File: config.mk
export PLATFORM = sky130hd
export DESIGN_NAME = hamiltonian_cycle_search
export DESIGN_NICKNAME = d
export VERILOG_FILES = /design/src/rtl/hcs_pkg.sv /design/src/rtl/hcs_adj_ram.sv /design/src/rtl/hcs_stack_ram.sv /design/src/rtl/hcs_seq.sv /design/src/rtl/hamiltonian_cycle_search.sv
export SDC_FILE = /design/constraint.sdc
export NUM_CORES = 1
export LEC_CHECK = 0
export ABC_AREA = 1
export CORE_AREA = 2 2 186 188
export CTS_CLUSTER_DIAMETER = 150
export DETAILED_ROUTE_END_ITERATION = 10
export DIE_AREA = 0 0 188 190
export DONT_BUFFER_PORTS = 1
export GPL_ROUTABILITY_DRIVEN = 1
export PLACE_DENSITY = 0.79
export SLEW_MARGIN = 20
export SYNTH_ARGS = -nofsm -noshare
export SYNTH_HDL_FRONTEND = slang
export SYNTH_HIERARCHICAL = 1
export SYNTH_SLANG_ARGS = --single-unit
File: constraint.sdc
create_clock -name i_clk -period 3.1 [get_ports i_clk]
set_input_delay 0.465 -clock i_clk [delete_from_list [all_inputs] [get_ports i_clk]]
set_output_delay 0.465 -clock i_clk [all_outputs]
set_load 0.02 [all_outputs]
File: src/rtl/hcs_pkg.sv
// Shared types and constants for the Hamiltonian cycle search block.
// Used by every module under rtl/ but hcs_checker; depends on nothing.

package hcs_pkg;

    localparam int ROW_SLOTS = 16;   // adjacency rows held, one per vertex code
    localparam int VTX_W     = 4;    // vertex code width
    localparam int CNT_W     = 5;    // counts that must hold ROW_SLOTS itself
    localparam int ROW_W     = 16;   // adjacency row width

    typedef enum logic [3:0] {
        ST_IDLE,
        ST_START,
        ST_FETCH,
        ST_SCAN,
        ST_POPW,
        ST_EMIT_RD,
        ST_EMIT_WR,
        ST_FAIL
    } t_state;

    typedef struct packed {
        logic             we;
        logic [VTX_W-1:0] addr;
        logic [ROW_W-1:0] data;
    } t_adj_wr;

    typedef struct packed {
        logic             en;
        logic [VTX_W-1:0] addr;
    } t_adj_rd;

    typedef struct packed {
        logic             we;
        logic [VTX_W-1:0] waddr;
        logic [VTX_W-1:0] wdata;
        logic             re;
        logic [VTX_W-1:0] raddr;
    } t_stk_op;

endpackage

File: src/rtl/hcs_adj_ram.sv
// Adjacency row storage: one write port, one registered read port.
// Depends on hcs_pkg.

module hcs_adj_ram (
    input  logic                        i_clk,
    input  hcs_pkg::t_adj_wr            i_wr,
    input  hcs_pkg::t_adj_rd            i_rd,
    output logic [hcs_pkg::ROW_W-1:0]   o_rdata
);
    import hcs_pkg::*;

    logic [ROW_W-1:0] r_mem [ROW_SLOTS];
    logic [ROW_W-1:0] r_rdata;

    always_ff @(posedge i_clk) begin
        if (i_wr.we) begin
            r_mem[i_wr.addr] <= i_wr.data;
        end
    end

    // hold the last row read until the next read
    always_ff @(posedge i_clk) begin
        if (i_rd.en) begin
            r_rdata <= r_mem[i_rd.addr];
        end
    end

    assign o_rdata = r_rdata;

endmodule

File: src/rtl/hcs_stack_ram.sv
// Path stack storage: one write port, one registered read port.
// Depends on hcs_pkg.

module hcs_stack_ram (
    input  logic                        i_clk,
    input  hcs_pkg::t_stk_op            i_op,
    output logic [hcs_pkg::VTX_W-1:0]   o_rdata
);
    import hcs_pkg::*;

    logic [VTX_W-1:0] r_mem [ROW_SLOTS];
    logic [VTX_W-1:0] r_rdata;

    always_ff @(posedge i_clk) begin
        if (i_op.we) begin
            r_mem[i_op.waddr] <= i_op.wdata;
        end
    end

    always_ff @(posedge i_clk) begin
        if (i_op.re) begin
            r_rdata <= r_mem[i_op.raddr];
        end
    end

    assign o_rdata = r_rdata;

endmodule

File: src/rtl/hcs_seq.sv
// Backtracking sequencer: while scanning, tests one candidate vertex per cycle
// against the fetched adjacency row; pushes and pops the path stack, then
// streams the cycle. Depends on hcs_pkg; drives hcs_adj_ram and hcs_stack_ram.

module hcs_seq (
    input  logic                        i_clk,
    input  logic                        i_rst_n,
    input  logic                        i_start,
    input  logic [hcs_pkg::CNT_W-1:0]   i_n,
    output logic                        o_idle,
    output hcs_pkg::t_adj_rd            o_adj_rd,
    input  logic [hcs_pkg::ROW_W-1:0]   i_adj_row,
    output hcs_pkg::t_stk_op            o_stk,
    input  logic [hcs_pkg::VTX_W-1:0]   i_stk_rdata,
    input  logic                        i_out_ready,
    output logic                        o_out_valid,
    output logic                        o_out_found,
    output logic [hcs_pkg::VTX_W-1:0]   o_out_vertex,
    output logic                        o_out_last
);
    import hcs_pkg::*;

    t_state             r_state, n_state;
    logic [CNT_W-1:0]   r_n;
    logic [CNT_W-1:0]   r_depth;
    logic [CNT_W-1:0]   r_cand;
    logic [ROW_W-1:0]   r_visited;
    logic [VTX_W-1:0]   r_tail;
    logic [VTX_W-1:0]   r_k;
    logic               r_out_valid;
    logic               r_out_found;
    logic [VTX_W-1:0]   r_out_vertex;
    logic               r_out_last;

    logic w_full, w_hit, w_exhaust, w_back, w_ok, w_top;
    logic w_out_free, w_emit_last, w_load_hit, w_load_fail;

    assign w_full      = (r_depth == r_n);
    assign w_exhaust   = (r_cand >= r_n);
    assign w_hit       = !w_exhaust && !r_visited[r_cand[VTX_W-1:0]]
                         && i_adj_row[r_cand[VTX_W-1:0]];
    assign w_ok        = w_full && i_adj_row[0];
    assign w_back      = w_full ? !i_adj_row[0] : (!w_hit && w_exhaust);
    assign w_top       = (r_depth <= CNT_W'(1));
    assign w_out_free  = !r_out_valid || i_out_ready;
    assign w_emit_last = (({1'b0, r_k} + CNT_W'(1)) == r_n);

    always_comb begin
        n_state = r_state;
        unique case (r_state)
            ST_IDLE:    if (i_start) n_state = ST_START;
            ST_START:   n_state = ST_FETCH;
            ST_FETCH:   n_state = ST_SCAN;
            ST_SCAN: begin
                if (w_ok) begin
                    n_state = ST_EMIT_RD;
                end else if (w_back) begin
                    n_state = w_top ? ST_FAIL : ST_POPW;
                end else if (!w_full && w_hit) begin
                    n_state = ST_FETCH;
                end
            end
            ST_POPW:    n_state = ST_FETCH;
            ST_EMIT_RD: n_state = ST_EMIT_WR;
            ST_EMIT_WR: if (w_out_free) n_state = w_emit_last ? ST_IDLE : ST_EMIT_RD;
            ST_FAIL:    if (w_out_free) n_state = ST_IDLE;
            default:    n_state = ST_IDLE;
        endcase
    end

    always_comb begin
        o_adj_rd    = '{en: (r_state == ST_FETCH), addr: r_tail};
        o_stk       = '0;
        w_load_hit  = 1'b0;
        w_load_fail = 1'b0;
        unique case (r_state)
            ST_START: begin
                o_stk.we = 1'b1;
            end
            ST_SCAN: begin
                if (!w_full && w_hit) begin
                    o_stk.we    = 1'b1;
                    o_stk.waddr = r_depth[VTX_W-1:0];
                    o_stk.wdata = r_cand[VTX_W-1:0];
                end else if (w_back && !w_top) begin
                    // fetch the vertex below the one being dropped
                    o_stk.re    = 1'b1;
                    o_stk.raddr = VTX_W'(r_depth - CNT_W'(2));
                end
            end
            ST_EMIT_RD: begin
                o_stk.re    = 1'b1;
                o_stk.raddr = r_k;
            end
            ST_EMIT_WR: w_load_hit  = w_out_free;
            ST_FAIL:    w_load_fail = w_out_free;
            default: ;
        endcase
    end

    always_ff @(posedge i_clk) begin
        if (!i_rst_n) begin
            r_state     <= ST_IDLE;
            r_out_valid <= 1'b0;
        end else begin
            r_state <= n_state;
            if (w_load_hit || w_load_fail) begin
                r_out_valid <= 1'b1;
            end else if (i_out_ready) begin
                r_out_valid <= 1'b0;
            end
        end
    end

    always_ff @(posedge i_clk) begin
        case (r_state)
            ST_IDLE: if (i_start) r_n <= i_n;
            ST_START: begin
                r_depth   <= CNT_W'(1);
                r_visited <= ROW_W'(1);
                r_tail    <= '0;
                r_cand    <= CNT_W'(1);
            end
            ST_SCAN: begin
                if (w_ok) begin
                    r_k <= '0;
                end else if (w_back) begin
                    // drop the tail, resume just past it
                    r_depth   <= r_depth - CNT_W'(1);
                    r_visited <= r_visited & ~(ROW_W'(1) << r_tail);
                    r_cand    <= {1'b0, r_tail} + CNT_W'(1);
                end else if (!w_full && w_hit) begin
                    r_depth   <= r_depth + CNT_W'(1);
                    r_visited <= r_visited | (ROW_W'(1) << r_cand[VTX_W-1:0]);
                    r_tail    <= r_cand[VTX_W-1:0];
                    r_cand    <= CNT_W'(1);
                end else begin
                    r_cand <= r_cand + CNT_W'(1);
                end
            end
            ST_POPW: r_tail <= i_stk_rdata;
            ST_EMIT_WR: if (w_out_free) r_k <= r_k + VTX_W'(1);
            default: ;
        endcase
        if (w_load_hit) begin
            r_out_found  <= 1'b1;
            r_out_vertex <= i_stk_rdata;
            r_out_last   <= w_emit_last;
        end else if (w_load_fail) begin
            r_out_found  <= 1'b0;
            r_out_vertex <= '0;
            r_out_last   <= 1'b1;
        end
    end

    assign o_idle       = (r_state == ST_IDLE);
    assign o_out_valid  = r_out_valid;
    assign o_out_found  = r_out_found;
    assign o_out_vertex = r_out_vertex;
    assign o_out_last   = r_out_last;

endmodule

File: src/rtl/hamiltonian_cycle_search.sv
// Hamiltonian cycle search, top level.
// Input stream carries adjacency rows, one word per row; the word with
// s_axis_tlast high stores its row and starts a depth-first backtracking
// search from vertex 0 over the vertex_count vertices in use.
// Rows are taken one per cycle while the block is idle. Once the search
// starts, s_axis_tready stays low until the last result word is loaded into
// the output register.
// Search time is data dependent: each scan step tries a candidate, checks the
// closing edge or finds the row exhausted; a push adds a row fetch, a pop adds
// a stack read and a row fetch, and a start writes vertex 0 and fetches its row.
// Each result word takes a stack read, then an output load, when not stalled.
// Output stream: one word per vertex of the cycle, tuser = found, tlast on
// the final word; no cycle gives a single word with found low and tlast high.
// A stalled receiver holds the word in the output register and the sequencer
// waits; rows for the next graph can still be loaded once the search is done.
// Configuration: one write channel for vertex_count, always ready; write it
// only while the block is idle. Synchronous active-low reset returns to idle
// with vertex_count = 16 and an empty output; adjacency rows are not cleared.
// Depends on hcs_pkg, hcs_adj_ram, hcs_stack_ram, hcs_seq.

module hamiltonian_cycle_search #(
    parameter int MAX_VERTICES = 16
) (
    input  logic                        i_clk,
    input  logic                        i_rst_n,
    input  logic                        s_axis_tvalid,
    output logic                        s_axis_tready,
    input  logic [23:0]                 s_axis_tdata,   // row_index[3:0], row_bits[19:4]
    input  logic                        s_axis_tlast,   // last_row
    output logic                        m_axis_tvalid,
    input  logic                        m_axis_tready,
    output logic [7:0]                  m_axis_tdata,   // vertex[3:0]
    output logic                        m_axis_tuser,   // found
    output logic                        m_axis_tlast,   // last
    input  logic                        i_cfg_valid,
    output logic                        o_cfg_ready,
    input  logic [hcs_pkg::CNT_W-1:0]   i_cfg_data      // vertex_count
);
    import hcs_pkg::*;

    localparam int VLIMIT_I = (MAX_VERTICES < ROW_SLOTS) ? MAX_VERTICES : ROW_SLOTS;
    localparam logic [CNT_W-1:0] VLIMIT = CNT_W'(VLIMIT_I);

    logic [CNT_W-1:0] r_vcount;
    logic [CNT_W-1:0] w_n;
    logic             w_idle, w_accept, w_start;
    t_adj_wr          w_adj_wr;
    t_adj_rd          w_adj_rd;
    t_stk_op          w_stk;
    logic [ROW_W-1:0] w_adj_row;
    logic [VTX_W-1:0] w_stk_rdata;
    logic [VTX_W-1:0] w_vertex;

    always_ff @(posedge i_clk) begin
        if (!i_rst_n) begin
            r_vcount <= CNT_W'(ROW_SLOTS);
        end else if (i_cfg_valid) begin
            r_vcount <= i_cfg_data;
        end
    end

    assign o_cfg_ready = 1'b1;

    always_comb begin
        if (r_vcount == '0) begin
            w_n = CNT_W'(1);
        end else if (r_vcount > VLIMIT) begin
            w_n = VLIMIT;
        end else begin
            w_n = r_vcount;
        end
    end

    assign s_axis_tready = w_idle;
    assign w_accept      = s_axis_tvalid && w_idle;
    assign w_start       = w_accept && s_axis_tlast;
    assign w_adj_wr      = '{we: w_accept, addr: s_axis_tdata[3:0], data: s_axis_tdata[19:4]};

    hcs_adj_ram u_adj (
        .i_clk   (i_clk),
        .i_wr    (w_adj_wr),
        .i_rd    (w_adj_rd),
        .o_rdata (w_adj_row)
    );

    hcs_stack_ram u_stk (
        .i_clk   (i_clk),
        .i_op    (w_stk),
        .o_rdata (w_stk_rdata)
    );

    hcs_seq u_seq (
        .i_clk        (i_clk),
        .i_rst_n      (i_rst_n),
        .i_start      (w_start),
        .i_n          (w_n),
        .o_idle       (w_idle),
        .o_adj_rd     (w_adj_rd),
        .i_adj_row    (w_adj_row),
        .o_stk        (w_stk),
        .i_stk_rdata  (w_stk_rdata),
        .i_out_ready  (m_axis_tready),
        .o_out_valid  (m_axis_tvalid),
        .o_out_found  (m_axis_tuser),
        .o_out_vertex (w_vertex),
        .o_out_last   (m_axis_tlast)
    );

    assign m_axis_tdata = {4'b0, w_vertex};

endmodule

==> impl_summary.md <==
Power and ir drop
In this run, flip-flops and latches consume 40.4% of the power. IR analysis of the VDD net gives a maximum drop of 590 uV. In this run, the combinational gates consume 31.3% of the power. The internal cell power is 0.0107 W. Of the total power, the share spent switching nets is 35.8%. In this run the static leakage power is 8.73 nW. In this run the power density over the cells is 817 nW/um^2. The net load switching power is 0.00594 W. The clock network fraction of total power is 28.3%.

Final layout
Once layout is complete, the cells apart from fillers number 2380. At the end of the flow the core is filled with cells to 59.9%. Fill cells in the final layout number 2603.

After the last flow step, the layout net total stands at 1955. The final design area excluding fillers is 20300 um^2. The area overhead of the layout relative to synthesis is 10.7%. The post-route netlist has 7.44% of its cells at a drive strength greater than 1.

Synth
The number of flops mapped to enable cells by yosys is 384. In the synthesized netlist the dominant register cell turns out to be sky130_fd_sc_hd__edfxtp_1. Sorting the synthesized cells by area gives the leading types as sky130_fd_sc_hd__edfxtp_1, sky130_fd_sc_hd__nand2_1, sky130_fd_sc_hd__nand3_1.

During synthesis, Yosys emitted a total of 6 warnings. Yosys mapped the design onto 36 distinct sky130hd cell types. Synthesis inferred 394 register bits. The cell area after technology mapping is 18400 um^2.

By count the netlist is led by sky130_fd_sc_hd__nand2_1, sky130_fd_sc_hd__edfxtp_1, sky130_fd_sc_hd__inv_1. The async set-reset flop share out of synthesis is 0%. Synthesis produced 1864 cells. Summing the sequential cell areas from Yosys gives 63.8% of the chip area.

Dividing the synthesized area by the synthesized cell count gives 9.86 um^2. The dominant cell type by area after synthesis is sky130_fd_sc_hd__edfxtp_1. After synthesis, the largest area contributor takes up 62.7% of total cell area. Among all cell types in the netlist, the one instantiated most often is sky130_fd_sc_hd__nand2_1.

CTS
In this run the clock root is driven by a sky130_fd_sc_hd__clkbuf_16. TritonCTS created 40 clock buffers. Counting every sink on the clock net gives 394. The deepest clock path buffer count is 3.

The H-tree level count is 2. The clock input transition at the sequential cells of the worst setup and hold paths is 60 ps. The later-pin clock latency in the skew report is 560 ps.

The CTS tree is done.

STA
The final critical path time including I/O delays and setup is 2870 ps. Setup violations remaining at the end of the flow were counted as 0. The total count of hold-check failures in the final report is 0. Static timing analysis puts the maximum clock frequency at 349 MHz. Setup slack on the critical path of the routed design comes to 235 ps. The part of the cycle the worst path needs is 92.4%. The max-slew violation count is 0.

The remaining max-slew budget at the tightest pin is 42.7%. For the pin with the worst max-slew slack, the measured transition is 859 ps. The worst-case clock skew is 22.3 ps.

Adding up every negative setup slack in the final design gives 0 ps.

Setup path
The peak per-stage delay on the critical path is 420 ps. The data required time of the critical path is 3300 ps. The worst setup path is captured at a flop. The kind of cell adding the most delay to the critical path is simple AND/OR/NAND/NOR gates. The largest fanout on the critical path is 7. Among the stages of the critical path, the cell type that occurs most often is sky130_fd_sc_hd__nor2_1.

The count of buffer and inverter cells on the critical path is 1. The largest individual stage delay along the critical path comes from the cell sky130_fd_sc_hd__edfxtp_1. The kind of critical path is flop to flop.

The data arrival time of the worst path is 3070 ps. Walking the worst path, the cells encountered are inv_1 -> ha_1 -> nand2_1 -> nor2_1 -> nand2_1 -> nand2_1 -> nor2_1 -> nand2_4 -> nor2_1 -> nand3_2 -> nor3_1 -> nand3_1 -> nor2_1. STA classifies the critical path startpoint as a flop.

Floorplan
The total die area is 35700 um^2. The floorplan step set the die height to 190 um. The initial utilization of the core area, before any placement, comes to 54.1%.

The core region is 33900 um^2. The number of top-level design ports is 48. The x dimension of the die is 188 um. Row generation in the floorplan step produced 68 rows.

Routing
The first-pass detailed-route iteration total is 5. The routed layout has 13100 vias. The post-detailed-route DRC marker count is 0.

The detailed router finished its first iteration with 1344 violations. The via density per instance is 5.49. The average detailed-routed wire length per instance is 17.2 um. Summed over all layers, the routed wires come to 41000 um. Once detail routing completed, the nets flagged for antenna violations numbered 0.

Global route
The maximum number of pins on one net before global-route repair is 133. The number of antenna violations at the first check in global routing is 1. The global-route wire length before repair is 64100 um.

The via count of the first global-routing pass is 12800. The global routing usage summed across all routing layers is 22.8%. The overflow left after global routing is 0.

Placed design
The congestion estimate from routability-driven global placement came to 0.879. Buffers placed on the I/O ports in this run total 0. The worst setup timing slack at the placement stage is 116 ps. After detailed placement, the design holds a cell count of 2289. The instance area at placement is 18800 um^2. The post-detailed-placement half-perimeter wirelength is 24000 um.

Flow run
The tool flagged a number of max-cap violations equal to 0.

Worst hold path
The min-delay analysis places its worst path in the category input port to flop.

Run status
The flow ran to the end, and the final reports show no timing, DRC or antenna violations.
-- cell families (layout without fill, tap and decap cells) --
group,count (synthesis),count (layout),share of synthesized area [%]
xor+xnor,8,8,0.381
buf+inv,411,467,9.84
fa+ha+maj,24,24,1.63
other cells,2,7,0.0409
flops,394,394,63.8
compound gates,77,77,2.46
simple gates,948,948,21.8
-- stage by stage --
stage	power [W]	hold slack, ps
finish	0.0166	21.9
global route	0.0174	2.93
CTS	0.0166	5.76
detailed placement	0.0118	518
global placement	0.0116	519
floorplan	0.0105	486
-- cell type report --
type | instances | area, um^2 | area share, %
clock buffers | 46 | 1020 | 5.03
well taps | 455 | 569 | 2.80
flip-flops and latches | 394 | 11700 | 57.7
repair buffers | 73 | 647 | 3.18
inverters | 325 | 1240 | 6.08
diodes | 2 | 5.00 | 0.0246
clock inverters | 23 | 246 | 1.21
multi-input cells | 1062 | 4890 | 24.0
-- registers in the layout, summed over array words and instances, names as in the netlist --
| signal | flops |
|---|---|
| u_adj/r_mem | 256 |
| u_stk/r_mem | 64 |
| u_adj/o_rdata | 16 |
| u_seq/r_visited | 16 |
| r_vcount | 5 |
| u_seq/r_cand | 5 |
| u_seq/r_depth | 5 |
| u_seq/r_n | 5 |
| u_seq/o_out_vertex | 4 |
| u_seq/r_k | 4 |
| u_seq/r_tail | 4 |
| u_stk/o_rdata | 4 |
| u_seq/r_state | 3 |
| u_seq/o_out_found | 1 |
| u_seq/o_out_last | 1 |
| u_seq/o_out_valid | 1 |
-- per-layer routing --
layer	track usage [%]	share of wire, %
met1	29.2	40
met2	39.5	49
met3	3.34	8.1
met4	8.60	2.7
met5	0	0
-- what timing repair did --
action | CTS | global route
setup endpoints to repair | 0 | 68
buffers inserted | 0 | 2
resized for setup | 0 | 14
hold buffers | 18 | 0
endpoints found under the hold margin | 251 | 0
-- cell usage in the layout, fill, tap and decap left out, types with 2 or more instances in the layout --
| cell type | n |
|---|---|
| sky130_fd_sc_hd__nand2_1 | 544 |
| sky130_fd_sc_hd__edfxtp_1 | 384 |
| sky130_fd_sc_hd__inv_1 | 312 |
| sky130_fd_sc_hd__nand3_1 | 283 |
| sky130_fd_sc_hd__nor2_1 | 84 |
| sky130_fd_sc_hd__buf_4 | 50 |
| sky130_fd_sc_hd__clkbuf_16 | 40 |
| sky130_fd_sc_hd__ha_1 | 24 |
| sky130_fd_sc_hd__o21ai_0 | 22 |
| sky130_fd_sc_hd__dlygate4sd3_1 | 18 |
| sky130_fd_sc_hd__a21oi_1 | 15 |
| sky130_fd_sc_hd__o211ai_1 | 15 |
| sky130_fd_sc_hd__o22ai_1 | 12 |
| sky130_fd_sc_hd__clkinv_1 | 11 |
| sky130_fd_sc_hd__dfxtp_1 | 10 |
| sky130_fd_sc_hd__nor2_2 | 10 |
| sky130_fd_sc_hd__nor3_1 | 9 |
| sky130_fd_sc_hd__clkinv_2 | 8 |
| sky130_fd_sc_hd__inv_2 | 7 |
| sky130_fd_sc_hd__clkbuf_1 | 6 |
| sky130_fd_sc_hd__o21ai_1 | 6 |
| sky130_fd_sc_hd__conb_1 | 5 |
| sky130_fd_sc_hd__nand3b_1 | 5 |
| sky130_fd_sc_hd__bufinv_16 | 4 |
| sky130_fd_sc_hd__buf_12 | 4 |
| sky130_fd_sc_hd__xnor2_1 | 4 |
| sky130_fd_sc_hd__nand3_2 | 4 |
| sky130_fd_sc_hd__xor2_1 | 4 |
| sky130_fd_sc_hd__nand2_2 | 3 |
| sky130_fd_sc_hd__a31oi_1 | 3 |
| sky130_fd_sc_hd__diode_2 | 2 |
| sky130_fd_sc_hd__nand2_4 | 2 |
-- power by group through the flow --
stage	Combinational (W)	Sequential (W)	Clock (W)
2_1_floorplan	0.00383	0.00671	0
3_3_place_gp	0.00482	0.00679	0
3_5_place_dp	0.00498	0.00680	0
4_1_cts	0.00510	0.00670	0.00475
5_1_grt	0.00572	0.00675	0.00496
6_report	0.00521	0.00671	0.00470
-- path summary, 6_finish.rpt --
path	slack [ps]	from	depth (start not counted)	endpoint
setup / recovery	230	u_seq/r_n[2]$_DFFE_PP_	13	u_stk/r_mem[14][2]$_DFFE_PP_
hold / removal	20	s_axis_tdata[10]	0	u_adj/r_mem[10][6]$_DFFE_PP_
setup reg to reg	230	u_seq/r_n[2]$_DFFE_PP_	13	u_stk/r_mem[14][2]$_DFFE_PP_
hold reg to reg	550	r_vcount[4]$_SDFFE_PN1P_	0	u_seq/r_n[4]$_DFFE_PP_
(Power assumes the default switching activity.)
